File: src/rtl/ttti_pkg.sv
`timescale 1ns / 1ps
// ----------------------------------------------------------------------------
// ttti_pkg
// Shared constants and types for the two-table thickness interpolator.
// ----------------------------------------------------------------------------
package ttti_pkg;
	localparam int POINTS = 20;
	localparam int IDX_W = $clog2(POINTS);

	localparam logic [0:0] OP_MEASURE = 1'b0;
	localparam logic [0:0] OP_CALIB   = 1'b1;

	localparam logic [1:0] METAL_FE = 2'd0;
	localparam logic [1:0] METAL_AL = 2'd1;

	localparam logic [2:0] CLS_FE    = 3'd0;
	localparam logic [2:0] CLS_AIR   = 3'd1;
	localparam logic [2:0] CLS_AL    = 3'd2;
	localparam logic [2:0] CLS_NO_FE = 3'd3;
	localparam logic [2:0] CLS_NO_AL = 3'd4;

	localparam logic [1:0] ST_OK    = 2'd0;
	localparam logic [1:0] ST_RANGE = 2'd1;
	localparam logic [1:0] ST_METAL = 2'd2;

	localparam logic [0:0] REG_AIR_FREQ   = 1'b0;
	localparam logic [0:0] REG_AIR_MARGIN = 1'b1;

	localparam logic [15:0] AIR_MARGIN_RST = 16'd500;
	localparam logic [15:0] THICK_RST      = 16'hFFFF;

	typedef struct packed {
		logic        calib;
		logic        bad_index;
		logic [15:0] frequency;
		logic [15:0] gap_um;
		logic [7:0]  point_index;
		logic [1:0]  metal;
	} cmd_t;

	typedef struct packed {
		logic [2:0]  result_class;
		logic [15:0] thickness_um;
		logic [1:0]  calib_status;
	} res_t;
endpackage

File: src/rtl/ttti_front.sv
`timescale 1ns / 1ps
// ----------------------------------------------------------------------------
// ttti_front
// Input stage: classify each beat and push it into a two-entry queue.
// ----------------------------------------------------------------------------
module ttti_front (
	input  logic            clk,
	input  logic            arst_n,
	input  logic            valid,
	output logic            stall,
	input  logic            opcode,
	input  logic [15:0]     frequency,
	input  logic [15:0]     gap_um,
	input  logic [7:0]      point_index,
	input  logic [1:0]      metal,
	output logic            q_valid,
	output ttti_pkg::cmd_t  q_cmd,
	input  logic            q_pop
);
	import ttti_pkg::*;

	cmd_t        mem_q [2];
	logic        wr_q, rd_q;
	logic [1:0]  cnt_q;
	logic        push;
	cmd_t        c;

	assign stall = (cnt_q == 2'd2);
	assign push = valid && !stall;
	assign q_valid = (cnt_q != 2'd0);
	assign q_cmd = mem_q[rd_q];

	always_comb begin
		c.calib = (opcode == OP_CALIB);
		c.bad_index = ({24'd0, point_index} >= POINTS);
		c.frequency = frequency;
		c.gap_um = gap_um;
		c.point_index = point_index;
		c.metal = metal;
	end

	always_ff @(posedge clk) begin
		if (push)
			mem_q[wr_q] <= c;
	end

	always_ff @(posedge clk or negedge arst_n) begin
		if (!arst_n) begin
			wr_q <= 1'b0;
			rd_q <= 1'b0;
			cnt_q <= 2'd0;
		end else begin
			if (push)
				wr_q <= !wr_q;
			if (q_pop)
				rd_q <= !rd_q;
			cnt_q <= cnt_q + {1'b0, push} - {1'b0, q_pop};
		end
	end
endmodule

File: src/rtl/ttti_div.sv
`timescale 1ns / 1ps
// ----------------------------------------------------------------------------
// ttti_div
// Restoring divider, one quotient bit per cycle, magnitudes only.
// ----------------------------------------------------------------------------
module ttti_div (
	input  logic        clk,
	input  logic        arst_n,
	input  logic        start,
	input  logic [32:0] dividend,
	input  logic [16:0] divisor,
	output logic        busy,
	output logic [32:0] quotient
);
	logic [32:0] quo_q;
	logic [16:0] rem_q;
	logic [16:0] den_q;
	logic [5:0]  cnt_q;
	logic [17:0] trial;

	assign busy = (cnt_q != 6'd0);
	assign quotient = quo_q;
	assign trial = {rem_q, quo_q[32]} - {1'b0, den_q};

	always_ff @(posedge clk or negedge arst_n) begin
		if (!arst_n) begin
			cnt_q <= 6'd0;
		end else if (start) begin
			cnt_q <= 6'd33;
		end else if (busy) begin
			cnt_q <= cnt_q - 6'd1;
		end
	end

	always_ff @(posedge clk) begin
		if (start) begin
			quo_q <= dividend;
			rem_q <= 17'd0;
			den_q <= divisor;
		end else if (busy) begin
			if (!trial[17]) begin
				rem_q <= trial[16:0];
				quo_q <= {quo_q[31:0], 1'b1};
			end else begin
				rem_q <= {rem_q[15:0], quo_q[32]};
				quo_q <= {quo_q[31:0], 1'b0};
			end
		end
	end
endmodule

File: src/rtl/ttti_back.sv
`timescale 1ns / 1ps
// ----------------------------------------------------------------------------
// ttti_back
// Execution: table writes, table scans, interpolation and air classing.
// ----------------------------------------------------------------------------
module ttti_back (
	input  logic            clk,
	input  logic            arst_n,
	input  logic            q_valid,
	input  ttti_pkg::cmd_t  q_cmd,
	output logic            q_pop,
	input  logic [15:0]     air_frequency,
	input  logic [15:0]     air_margin,
	output logic            out_valid,
	output ttti_pkg::res_t  out_res,
	input  logic            out_stall
);
	import ttti_pkg::*;

	typedef enum logic [6:0] {
		S_IDLE  = 7'b0000001,
		S_FE    = 7'b0000010,
		S_AL    = 7'b0000100,
		S_MUL   = 7'b0001000,
		S_DIV   = 7'b0010000,
		S_FIN   = 7'b0100000,
		S_OUT   = 7'b1000000
	} state_t;

	state_t state_q;
	logic [15:0] fe_f [POINTS];
	logic [15:0] fe_t [POINTS];
	logic [15:0] al_f [POINTS];
	logic [15:0] al_t [POINTS];
	logic [POINTS-1:0] fe_tv_q, al_tv_q;
	logic [IDX_W-1:0] fe_last_q, al_last_q;
	logic [IDX_W-1:0] idx_q;
	cmd_t cmd_q;
	logic is_al_q;
	logic [15:0] f1_q, f2_q, m1_q, m2_q;
	logic [15:0] rd_f, rd_t;
	logic neg_q;
	logic div_start, div_busy;
	logic [32:0] div_quo;
	logic hit;
	logic [16:0] df;
	logic signed [16:0] dm;
	logic signed [17:0] fs, lo, hi;
	logic [2:0] air_cls;
	logic [15:0] quo16;
	logic signed [17:0] sdf;
	logic signed [17:0] sden;
	logic signed [35:0] sprod;
	logic [35:0] aprod;
	logic [17:0] aden;

	assign q_pop = (state_q == S_IDLE) && q_valid && !out_valid;
	assign rd_f = is_al_q ? (al_tv_q[idx_q] ? al_f[idx_q] : 16'd0)
	                      : (fe_tv_q[idx_q] ? fe_f[idx_q] : 16'd0);
	assign rd_t = is_al_q ? (al_tv_q[idx_q] ? al_t[idx_q] : THICK_RST)
	                      : (fe_tv_q[idx_q] ? fe_t[idx_q] : THICK_RST);
	assign hit = is_al_q ? (cmd_q.frequency >= rd_f) : (cmd_q.frequency <= rd_f);
	assign df = {1'b0, cmd_q.frequency} - {1'b0, f1_q};
	assign dm = $signed({1'b0, m2_q}) - $signed({1'b0, m1_q});
	assign div_start = (state_q == S_MUL);
	assign fs = $signed({2'b00, cmd_q.frequency});
	assign lo = $signed({2'b00, air_frequency}) - $signed({2'b00, air_margin});
	assign hi = $signed({2'b00, air_frequency}) + $signed({2'b00, air_margin});
	assign quo16 = neg_q ? (16'd0 - div_quo[15:0]) : div_quo[15:0];

	assign sdf = $signed({df[16], df});
	assign sden = $signed({2'b00, f2_q}) - $signed({2'b00, f1_q});
	assign sprod = sdf * $signed({dm[16], dm});
	assign aprod = sprod[35] ? (36'd0 - sprod) : sprod;
	assign aden = sden[17] ? (18'd0 - sden) : sden;

	always_comb begin
		priority if (fs < lo && fe_last_q == '0)
			air_cls = CLS_NO_FE;
		else if (fs > hi && al_last_q == '0)
			air_cls = CLS_NO_AL;
		else
			air_cls = CLS_AIR;
	end

	ttti_div u_div (
		.clk(clk), .arst_n(arst_n), .start(div_start),
		.dividend(aprod[32:0]), .divisor(aden[16:0]), .busy(div_busy),
		.quotient(div_quo)
	);

	always_ff @(posedge clk) begin
		if (q_pop && q_cmd.calib && !q_cmd.bad_index) begin
			if (q_cmd.metal == METAL_FE) begin
				fe_f[q_cmd.point_index[IDX_W-1:0]] <= q_cmd.frequency;
				fe_t[q_cmd.point_index[IDX_W-1:0]] <= q_cmd.gap_um;
			end else if (q_cmd.metal == METAL_AL) begin
				al_f[q_cmd.point_index[IDX_W-1:0]] <= q_cmd.frequency;
				al_t[q_cmd.point_index[IDX_W-1:0]] <= q_cmd.gap_um;
			end
		end
		if (q_pop)
			cmd_q <= q_cmd;
		if ((state_q == S_FE || state_q == S_AL) && hit && idx_q != '0) begin
			m2_q <= rd_t;
			f2_q <= rd_f;
		end
		if ((state_q == S_FE || state_q == S_AL) && !hit) begin
			f1_q <= rd_f;
			m1_q <= rd_t;
		end
		if (state_q == S_MUL) begin
			neg_q <= sprod[35] ^ sden[17];
		end
	end

	always_ff @(posedge clk or negedge arst_n) begin
		if (!arst_n) begin
			state_q <= S_IDLE;
			fe_tv_q <= '0;
			al_tv_q <= '0;
			fe_last_q <= '0;
			al_last_q <= '0;
			idx_q <= '0;
			is_al_q <= 1'b0;
			out_valid <= 1'b0;
			out_res <= '0;
		end else begin
			if (out_valid && !out_stall)
				out_valid <= 1'b0;
			unique case (state_q)
			S_IDLE: begin
				if (q_pop) begin
					if (q_cmd.calib) begin
						out_valid <= 1'b1;
						out_res.result_class <= CLS_FE;
						out_res.thickness_um <= 16'd0;
						if (q_cmd.bad_index)
							out_res.calib_status <= ST_RANGE;
						else if (q_cmd.metal == METAL_FE) begin
							out_res.calib_status <= ST_OK;
							fe_tv_q[q_cmd.point_index[IDX_W-1:0]] <= 1'b1;
							fe_last_q <= q_cmd.point_index[IDX_W-1:0];
						end else if (q_cmd.metal == METAL_AL) begin
							out_res.calib_status <= ST_OK;
							al_tv_q[q_cmd.point_index[IDX_W-1:0]] <= 1'b1;
							al_last_q <= q_cmd.point_index[IDX_W-1:0];
						end else
							out_res.calib_status <= ST_METAL;
					end else begin
						idx_q <= '0;
						is_al_q <= 1'b0;
						state_q <= S_FE;
					end
				end
			end
			S_FE, S_AL: begin
				if ((state_q == S_FE && fe_last_q == '0) ||
				    (state_q == S_AL && al_last_q == '0)) begin
					if (state_q == S_FE) begin
						is_al_q <= 1'b1;
						idx_q <= '0;
						state_q <= S_AL;
					end else begin
						out_res <= '{air_cls, 16'd0, ST_OK};
						state_q <= S_OUT;
					end
				end else if (hit) begin
					if (idx_q == '0) begin
						out_res <= '{is_al_q ? CLS_AL : CLS_FE, 16'd0, ST_OK};
						state_q <= S_OUT;
					end else
						state_q <= S_MUL;
				end else if (idx_q == (is_al_q ? al_last_q : fe_last_q)) begin
					if (state_q == S_FE) begin
						is_al_q <= 1'b1;
						idx_q <= '0;
						state_q <= S_AL;
					end else begin
						out_res <= '{air_cls, 16'd0, ST_OK};
						state_q <= S_OUT;
					end
				end else
					idx_q <= idx_q + 1'b1;
			end
			S_MUL: begin
				state_q <= S_DIV;
			end
			S_DIV: begin
				if (!div_busy)
					state_q <= S_FIN;
			end
			S_FIN: begin
				out_res <= '{is_al_q ? CLS_AL : CLS_FE, quo16 + m1_q, ST_OK};
				state_q <= S_OUT;
			end
			S_OUT: begin
				if (!out_valid) begin
					out_valid <= 1'b1;
					state_q <= S_IDLE;
				end
			end
			default: state_q <= S_IDLE;
			endcase
		end
	end
endmodule

File: src/rtl/two_table_thickness_interpolator.sv
`timescale 1ns / 1ps
// ----------------------------------------------------------------------------
// two_table_thickness_interpolator
// Piecewise linear thickness lookup over ferrous and aluminum tables.
// ----------------------------------------------------------------------------
// One item is worked at a time behind a two-entry input queue, so input beats
// can arrive while the back end works. A calibrate beat updates its table
// and registers its result as it leaves the queue. A measure beat scans the
// ferrous then the aluminum table one point per cycle; a hit between two
// points goes through the product state, the bit-serial divider and the
// finish state. A hit on the first point of a table or an air result skips
// the divider. The next item starts once the result beat has been taken.
module two_table_thickness_interpolator (
	input  logic        clk,
	input  logic        arst_n,
	input  logic        in_valid,
	output logic        in_stall,
	input  logic        opcode,
	input  logic [15:0] frequency,
	input  logic [15:0] gap_um,
	input  logic [7:0]  point_index,
	input  logic [1:0]  metal,
	output logic        out_valid,
	input  logic        out_stall,
	output logic [2:0]  result_class,
	output logic [15:0] thickness_um,
	output logic [1:0]  calib_status,
	input  logic        cfg_valid,
	output logic        cfg_ready,
	input  logic [0:0]  cfg_index,
	input  logic [15:0] cfg_data
);
	import ttti_pkg::*;

	logic        q_valid, q_pop;
	cmd_t        q_cmd;
	res_t        res;
	logic [15:0] air_freq_q, air_margin_q;

	assign cfg_ready = 1'b1;

	always_ff @(posedge clk or negedge arst_n) begin
		if (!arst_n) begin
			air_freq_q <= 16'd0;
			air_margin_q <= AIR_MARGIN_RST;
		end else if (cfg_valid) begin
			unique case (cfg_index)
			REG_AIR_FREQ:   air_freq_q <= cfg_data;
			REG_AIR_MARGIN: air_margin_q <= cfg_data;
			default: ;
			endcase
		end
	end

	ttti_front u_front (
		.clk(clk), .arst_n(arst_n), .valid(in_valid), .stall(in_stall),
		.opcode(opcode), .frequency(frequency), .gap_um(gap_um),
		.point_index(point_index), .metal(metal),
		.q_valid(q_valid), .q_cmd(q_cmd), .q_pop(q_pop)
	);

	ttti_back u_back (
		.clk(clk), .arst_n(arst_n), .q_valid(q_valid), .q_cmd(q_cmd), .q_pop(q_pop),
		.air_frequency(air_freq_q), .air_margin(air_margin_q),
		.out_valid(out_valid), .out_res(res), .out_stall(out_stall)
	);

	assign result_class = res.result_class;
	assign thickness_um = res.thickness_um;
	assign calib_status = res.calib_status;
endmodule

File: config.mk
export PLATFORM = sky130hd
export DESIGN_NAME = two_table_thickness_interpolator
export DESIGN_NICKNAME = d
export VERILOG_FILES = /design/src/rtl/ttti_pkg.sv /design/src/rtl/ttti_front.sv /design/src/rtl/ttti_div.sv /design/src/rtl/ttti_back.sv /design/src/rtl/two_table_thickness_interpolator.sv
export SDC_FILE = /design/constraint.sdc
export NUM_CORES = 2
export LEC_CHECK = 0
export BUFFER_PORTS_ARGS = -buffer_cell sky130_fd_sc_hd__buf_4
export CORE_AREA = 2 2 371 373
export DETAILED_ROUTE_END_ITERATION = 12
export DIE_AREA = 0 0 373 375
export PLACE_DENSITY_LB_ADDON = 0.12
export REMOVE_ABC_BUFFERS = 1
export SLEW_MARGIN = 5
export SYNTH_ARGS = -nofsm -noshare
export SYNTH_HDL_FRONTEND = slang
export SYNTH_SLANG_ARGS = --single-unit
File: constraint.sdc
create_clock -name clk -period 10.1 [get_ports clk]
set_input_delay 0.505 -clock clk [delete_from_list [all_inputs] [get_ports clk]]
set_output_delay 0.505 -clock clk [all_outputs]
set_load 0.03 [all_outputs]
Word-level counts from Yosys, hierarchy flattened
Memories as Yosys holds them, arrays and structs flattened.
Index checks and enable logic that the tools add are counted.

cells by class
  add/subtract/negate cells = 14
  multiply operators = 1
  $lt $le $gt $ge = 8
  equal/unequal tests = 19
  mux-type cells = 75
  bitwise gates (word level) = 6
  reduce and logical (&&, ||, !) cells = 42

operator list
  cell                     number
  $mux W21                 7
  $mux W16                 7
  $mux W33                 3
  $sub A16 B16 Y17         4
  $mux W7                  9
  $pmux W21 S3             1
  $pmux W7 S6              1
  $or A20 B20 Y20          2
  $mux W5                  7
  $mul A17 B17 Y34         1
  $mux W17                 2
  $sub A1 B33 Y33 const A  1
  $mux W1                  24
  $reduce_and A5 Y1        4
  $gt A17 B18 Y1           1
  $lt A17 B18 Y1           1
  $sub A18 B17 Y18         1
  $add A16 B16 Y17         1
  $sub A1 B17 Y17 const A  1
  $add A16 B16 Y16         1
  $ge A16 B16 Y1           1
  $le A16 B16 Y1           1
  $sub A1 B16 Y16 const A  1
  $logic_not A5 Y1         3
  other kinds (44)         80

storage, ports and cells
  bits in registers = 275
  bits in writable memories = 1,368
  input port bits = 65
  word-level logic and storage cells = 196
  memories kept = 5

memories
  memory         words  width  rd ports  clocked after Yosys merged registers in  wr ports  line              source
  u_back.al_f    20     16     1         0                                        1         ttti_back.sv:33   logic [15:0] al_f [POINTS];
  u_back.al_t    20     16     1         0                                        1         ttti_back.sv:34   logic [15:0] al_t [POINTS];
  u_back.fe_f    20     16     1         0                                        1         ttti_back.sv:31   logic [15:0] fe_f [POINTS];
  u_back.fe_t    20     16     1         0                                        1         ttti_back.sv:32   logic [15:0] fe_t [POINTS];
  u_front.mem_q  2      44     1         0                                        1         ttti_front.sv:22  cmd_t mem_q [2];

Longest topological paths before layout
  depth in word-level cells = 10
  gate-level depth with buffers = 38

By module
From an unflattened synthesis, not the netlist that was laid out.

unflattened totals
  cell total of the unflattened synthesis = 5,061
  area, all modules = 81,391.8 sq um

by module, submodules not included
  module                            times used  cells each  area each (sq um)  seq. area each (sq um)
  ttti_back                         1           4,491       72,608.4           42,997.5
  ttti_div                          1           342         3,928.8            1,991.9
  ttti_front                        1           157         3,583.4            2,742.6
  two_table_thickness_interpolator  1           71          1,271.2            808.3

Least setup slack after synthesis
OpenSTA, ideal clock, no wires.

  path kind = register -> register
  start point = register u_back.f1_q[0]
  end point = register u_back.u_div.quo_q[32] (netlist: u_back.u_div.quotient[32]) (data pin)
  setup time = 0.259 ns
  arrival time = 8.670 ns
  required time = 9.841 ns
  slack = 1.171 ns
  cell stages (with the launch flop) = 35
  cell sequence = edfxtp_1 ha_1 fa_1 nor2b_1 o21ai_0 a21boi_0 o21ai_0 a21oi_1 a41oi_1 a21oi_1 xor2_1 nand2_1 fa_1 inv_1 fa_1 inv_1 fa_1 inv_1 fa_1 fa_1 inv_1 fa_1 inv_1 ha_1 buf_2 and2_1 buf_4 a221o_1 a21o_1 o21a_1 or4_4 a2111oi_2 and4b_1 o41a_1 nand2_1

on the way
  cells in the longest elaborated chain, start to end = 5

RTL lines
  element                   line              source
  start: declaration        ttti_back.sv:40   logic [15:0] f1_q, f2_q, m1_q, m2_q;
  start signal: assignment  ttti_back.sv:109  f1_q <= rd_f;
  $sub A16 B16 Y17 *        ttti_back.sv:63   assign df = {1'b0, cmd_q.frequency} - {1'b0, f1_q};
  $mul A17 B17 Y34 *        ttti_back.sv:73   assign sprod = sdf * $signed({dm[16], dm});
  $sub A1 B33 Y33           ttti_back.sv:74   assign aprod = sprod[35] ? (36'd0 - sprod) : sprod;
  $mux W33 *                ttti_back.sv:74
  $mux W33 *                ttti_div.sv:36    if (start) begin
  end signal: assignment    ttti_div.sv:37    quo_q <= dividend;
  end signal: assignment    ttti_div.sv:43    quo_q <= {quo_q[31:0], 1'b1};
  end signal: assignment    ttti_div.sv:46    quo_q <= {quo_q[31:0], 1'b0};
  end: declaration          ttti_div.sv:15    logic [32:0] quo_q;

Mark *: on every way between the ends. The rest lies on a longest branch, timed or not.
A chain may end at the register's enable or synchronous reset.

Worst setup path after layout
  start point = register u_back.cmd_q[27] (netlist bit)
  end point = register u_back.u_div.quo_q[16] (netlist: u_back.u_div.quotient[16]) (data pin)

on the way
  cells in the longest elaborated chain, start to end = 5

RTL lines
  element                   line              source
  start: declaration        ttti_back.sv:38   cmd_t cmd_q;
  start signal: assignment  ttti_back.sv:103  cmd_q <= q_cmd;
  $sub A16 B16 Y17 *        ttti_back.sv:63
  $mul A17 B17 Y34 *        ttti_back.sv:73
  $sub A1 B33 Y33           ttti_back.sv:74
  $mux W33 *                ttti_back.sv:74
  $mux W33 *                ttti_div.sv:36

Marked as above.

==> impl_results.md <==
* Initial antenna violation count at 5
* Asr flop ratio synth at 7.758%
* Largest net degree at the start of global routing at 125
* Drt total wl at 202500 um
* Clock Latency Late Sink at 0.79 ns
* Clk slew on worst S/H paths at 0.06 ns
* Reg2Reg Setup Slack at 0.60 ns
* Top delay family on crit path: adder cells
* Placed Cells at 6960
* Overflow after GRT at 0
* Global-route usage over all layers at 29.40%
* RSZ-0062 raised after global routing: false
* Multi-input logic area at 30390 um^2
* Seq/Total Area, Yosys at 59.81%
* Fmax at 105.3 MHz
* Status: completed
* Die area at 139900 um^2
* Crit path from: u_back.cmd_q[27]
* Core Rows at 136
* DR pass1 iterations at 5
* Final hold viol count at 0
* Crit Path Max Fanout at 34
* Cell count after synthesis at 5138
* CTS tree: done
* Area contributors post-synth: edfxtp_1, mux4_2, fa_1
* FF-to-FF Start: u_back.cmd_q[27]
* Hold_ws at 0.1101 ns
* Highest-count cells in the layout ignoring fill and taps: edfxtp_1, inv_1, mux4_2, nand2_1, fa_1
* Global-route wire length before repair at 301100 um
* Ant. Diodes at 0
* Share of layout cells above drive strength 1 at 19.36%
* Horiz. Die Dim at 373 um
* Core footprint at 136300 um^2
* Cell count of the worst reg-to-reg path at 33
* Routed vias/inst at 6.265
* Die height at 375 um
* Crit path largest cell delay at 0.55 ns
* Worst Path Buf+Inv at 5
* Post-Syn Area at 80860 um^2
* Via count at 45840
* Post-synth EDFFs at 1493
* Finished Layout Cells at 7317
* H-tree levels at 4
* Actual slew at the worst max-slew pin at 1.259 ns
* Slowest cell on the critical path: fa_1
* WP depth at 33
* Drt drc at 0
* Critical path arrival at 10.01 ns
* Crit end category: register
* Clk root buf: clkbuf_16
* Num CTS Buffers at 163
* Number of global-route vias before repair at 46830
* Initial Util at 59.33%
* Worst-case clock buffer depth at 3
* Worst Clk Skew at 0.04509 ns
* Synth unique cells at 104
* Start point of the worst min-delay path: in_valid
* CP startpoint kind: register
* WP data required at 10.61 ns
* Commonest non-fill, non-tap cell in the layout: edfxtp_1
* Sink Count at 1637
* Share of the synthesized area in the top cell type at 55.44%
* Worst setup path class: reg -> reg
* Ys flop type: edfxtp_1
* Residual antenna-violating net count after detailed routing at 0
* Post-synth top area cell: edfxtp_1
* Worst Hold Class: in -> reg
* WL/cell at 27.68 um
* Register Area at 48380 um^2
* P&R area growth vs syn at 11.51%
* Max-cap viol count at 0
* Yosys Warn Count at 0
* Final HPWL DP at 132100 um
* IO Count at 89
* Capturing point of the worst reg2reg path: u_back.u_div.quotient[16]
* Max Slew Vio Count at 0
* Fin crit period at 9.500 ns
* # fillers at 9369
* PortBufs at 87
* Critical Path Most Common Cell: fa_1
* Slew HR at 13.67%
* Final #Nets at 6011
* CP endpoint: u_back.u_div.quotient[16]
* DR iter-0 viols at 5017
* Placer Congestion at 0.9422
* Yosys reg bits at 1637
* Period utilisation layout at 94.06%
* Syn avg cell area at 15.74 um^2
* Final setup viols at 0
==> Yosys cell counts, drive strengths merged, types with 82 or more instances <==
cell,instances
a21oi,108
clkbuf,118
dfrtp,120
edfxtp,1493
fa,303
ha,254
inv,468
mux2i,82
mux4,396
nand2,304
nor2,304
o21ai,120
xnor2,164
==> sequential cells by signal, indices dropped and copies added (netlist names), 17 cells and up <==
signal                 count
u_front.mem_q             82
u_back.fe_t              320
u_back.fe_tv_q            20
u_back.al_tv_q            20
u_back.u_div.quotient     33
u_back.fe_f              320
u_back.u_div.rem_q        17
u_back.al_f              320
u_back.al_t              320
u_back.u_div.den_q        17
u_back.out_res            21
==> tightest hold or removal path, stage by stage <==
cell     delay [ns]
buf_4          0.11
nand2_1        0.15
xnor2_1        0.09
==> timing repair <==
action | 4_1_cts | 5_1_grt
setup buffers | 0 | 0
endpoints found under the hold margin | 180 | 0
resized for setup | 0 | 9
setup endpoints to repair | 0 | 32
hold buffers | 58 | 0
==> kinds of logic (layout without fill, tap and decap cells) <==
group	after synthesis	after routing	synth area share, %
flip-flops	1637	1637	59.81
multiplexers	547	547	13.01
other	1	1	0.004638
AO/OA/AOI/OAI	535	535	4.647
buffers and inverters	656	1041	3.102
adder cells (fa/ha/maj)	557	557	11.43
XOR/XNOR	203	203	2.199
AND/OR/NAND/NOR	1002	1002	5.804
==> final cells by class <==
cell class                      instances  share of cell area, %
Sequential cell                      1637                  53.65
Inverter                              468                  1.958
Multi-Input combinational cell       2845                  33.71
Clock inverter                         87                 0.7674
Tap cell                             1794                  2.489
Timing Repair Buffer                  274                  2.516
Clock buffer                          212                  4.912
==> per-stage QoR <==
step | cell area, um^2 | utilization (%) | setup slack (ns) | setup TNS (ns)
floorplan | 80110 | - | -8.614 | -1064.30
global placement | 84420 | 61.93 | 0.7182 | 0
detailed placement | 84420 | 61.93 | 0.4709 | 0
CTS | 90120 | 66.12 | 0.4357 | 0
global route | 90170 | 66.15 | 0.01853 | 0
finish | 90170 | 66.15 | 0.5996 | 0
==> metal layers <==
layer  GRT usage, %  vias up  wire (um)
li1               -    19730          -
met5              0        -          0
met2          49.12     1863     101300
met4          10.25        0       7270
met3          4.540      385      15100
met1          39.79    23870      78820
==> worst min path at each step <==
stage                               endpoint  slack [ns]  cells after the start
after CTS                       u_front.wr_q        0.06                      3
after global routing            u_front.wr_q         0.1                      3
after detailed placement  u_back.fe_tv_q[12]        0.45                      1
after global placement     u_back.fe_tv_q[6]        0.45                      1
after floorplan                air_freq_q[0]        0.21                      0
final                           u_front.wr_q        0.11                      3
Power is left out: the tool's default activity adds up to more than one toggle a clock period on the data nets, which glitch-free logic cannot reach.
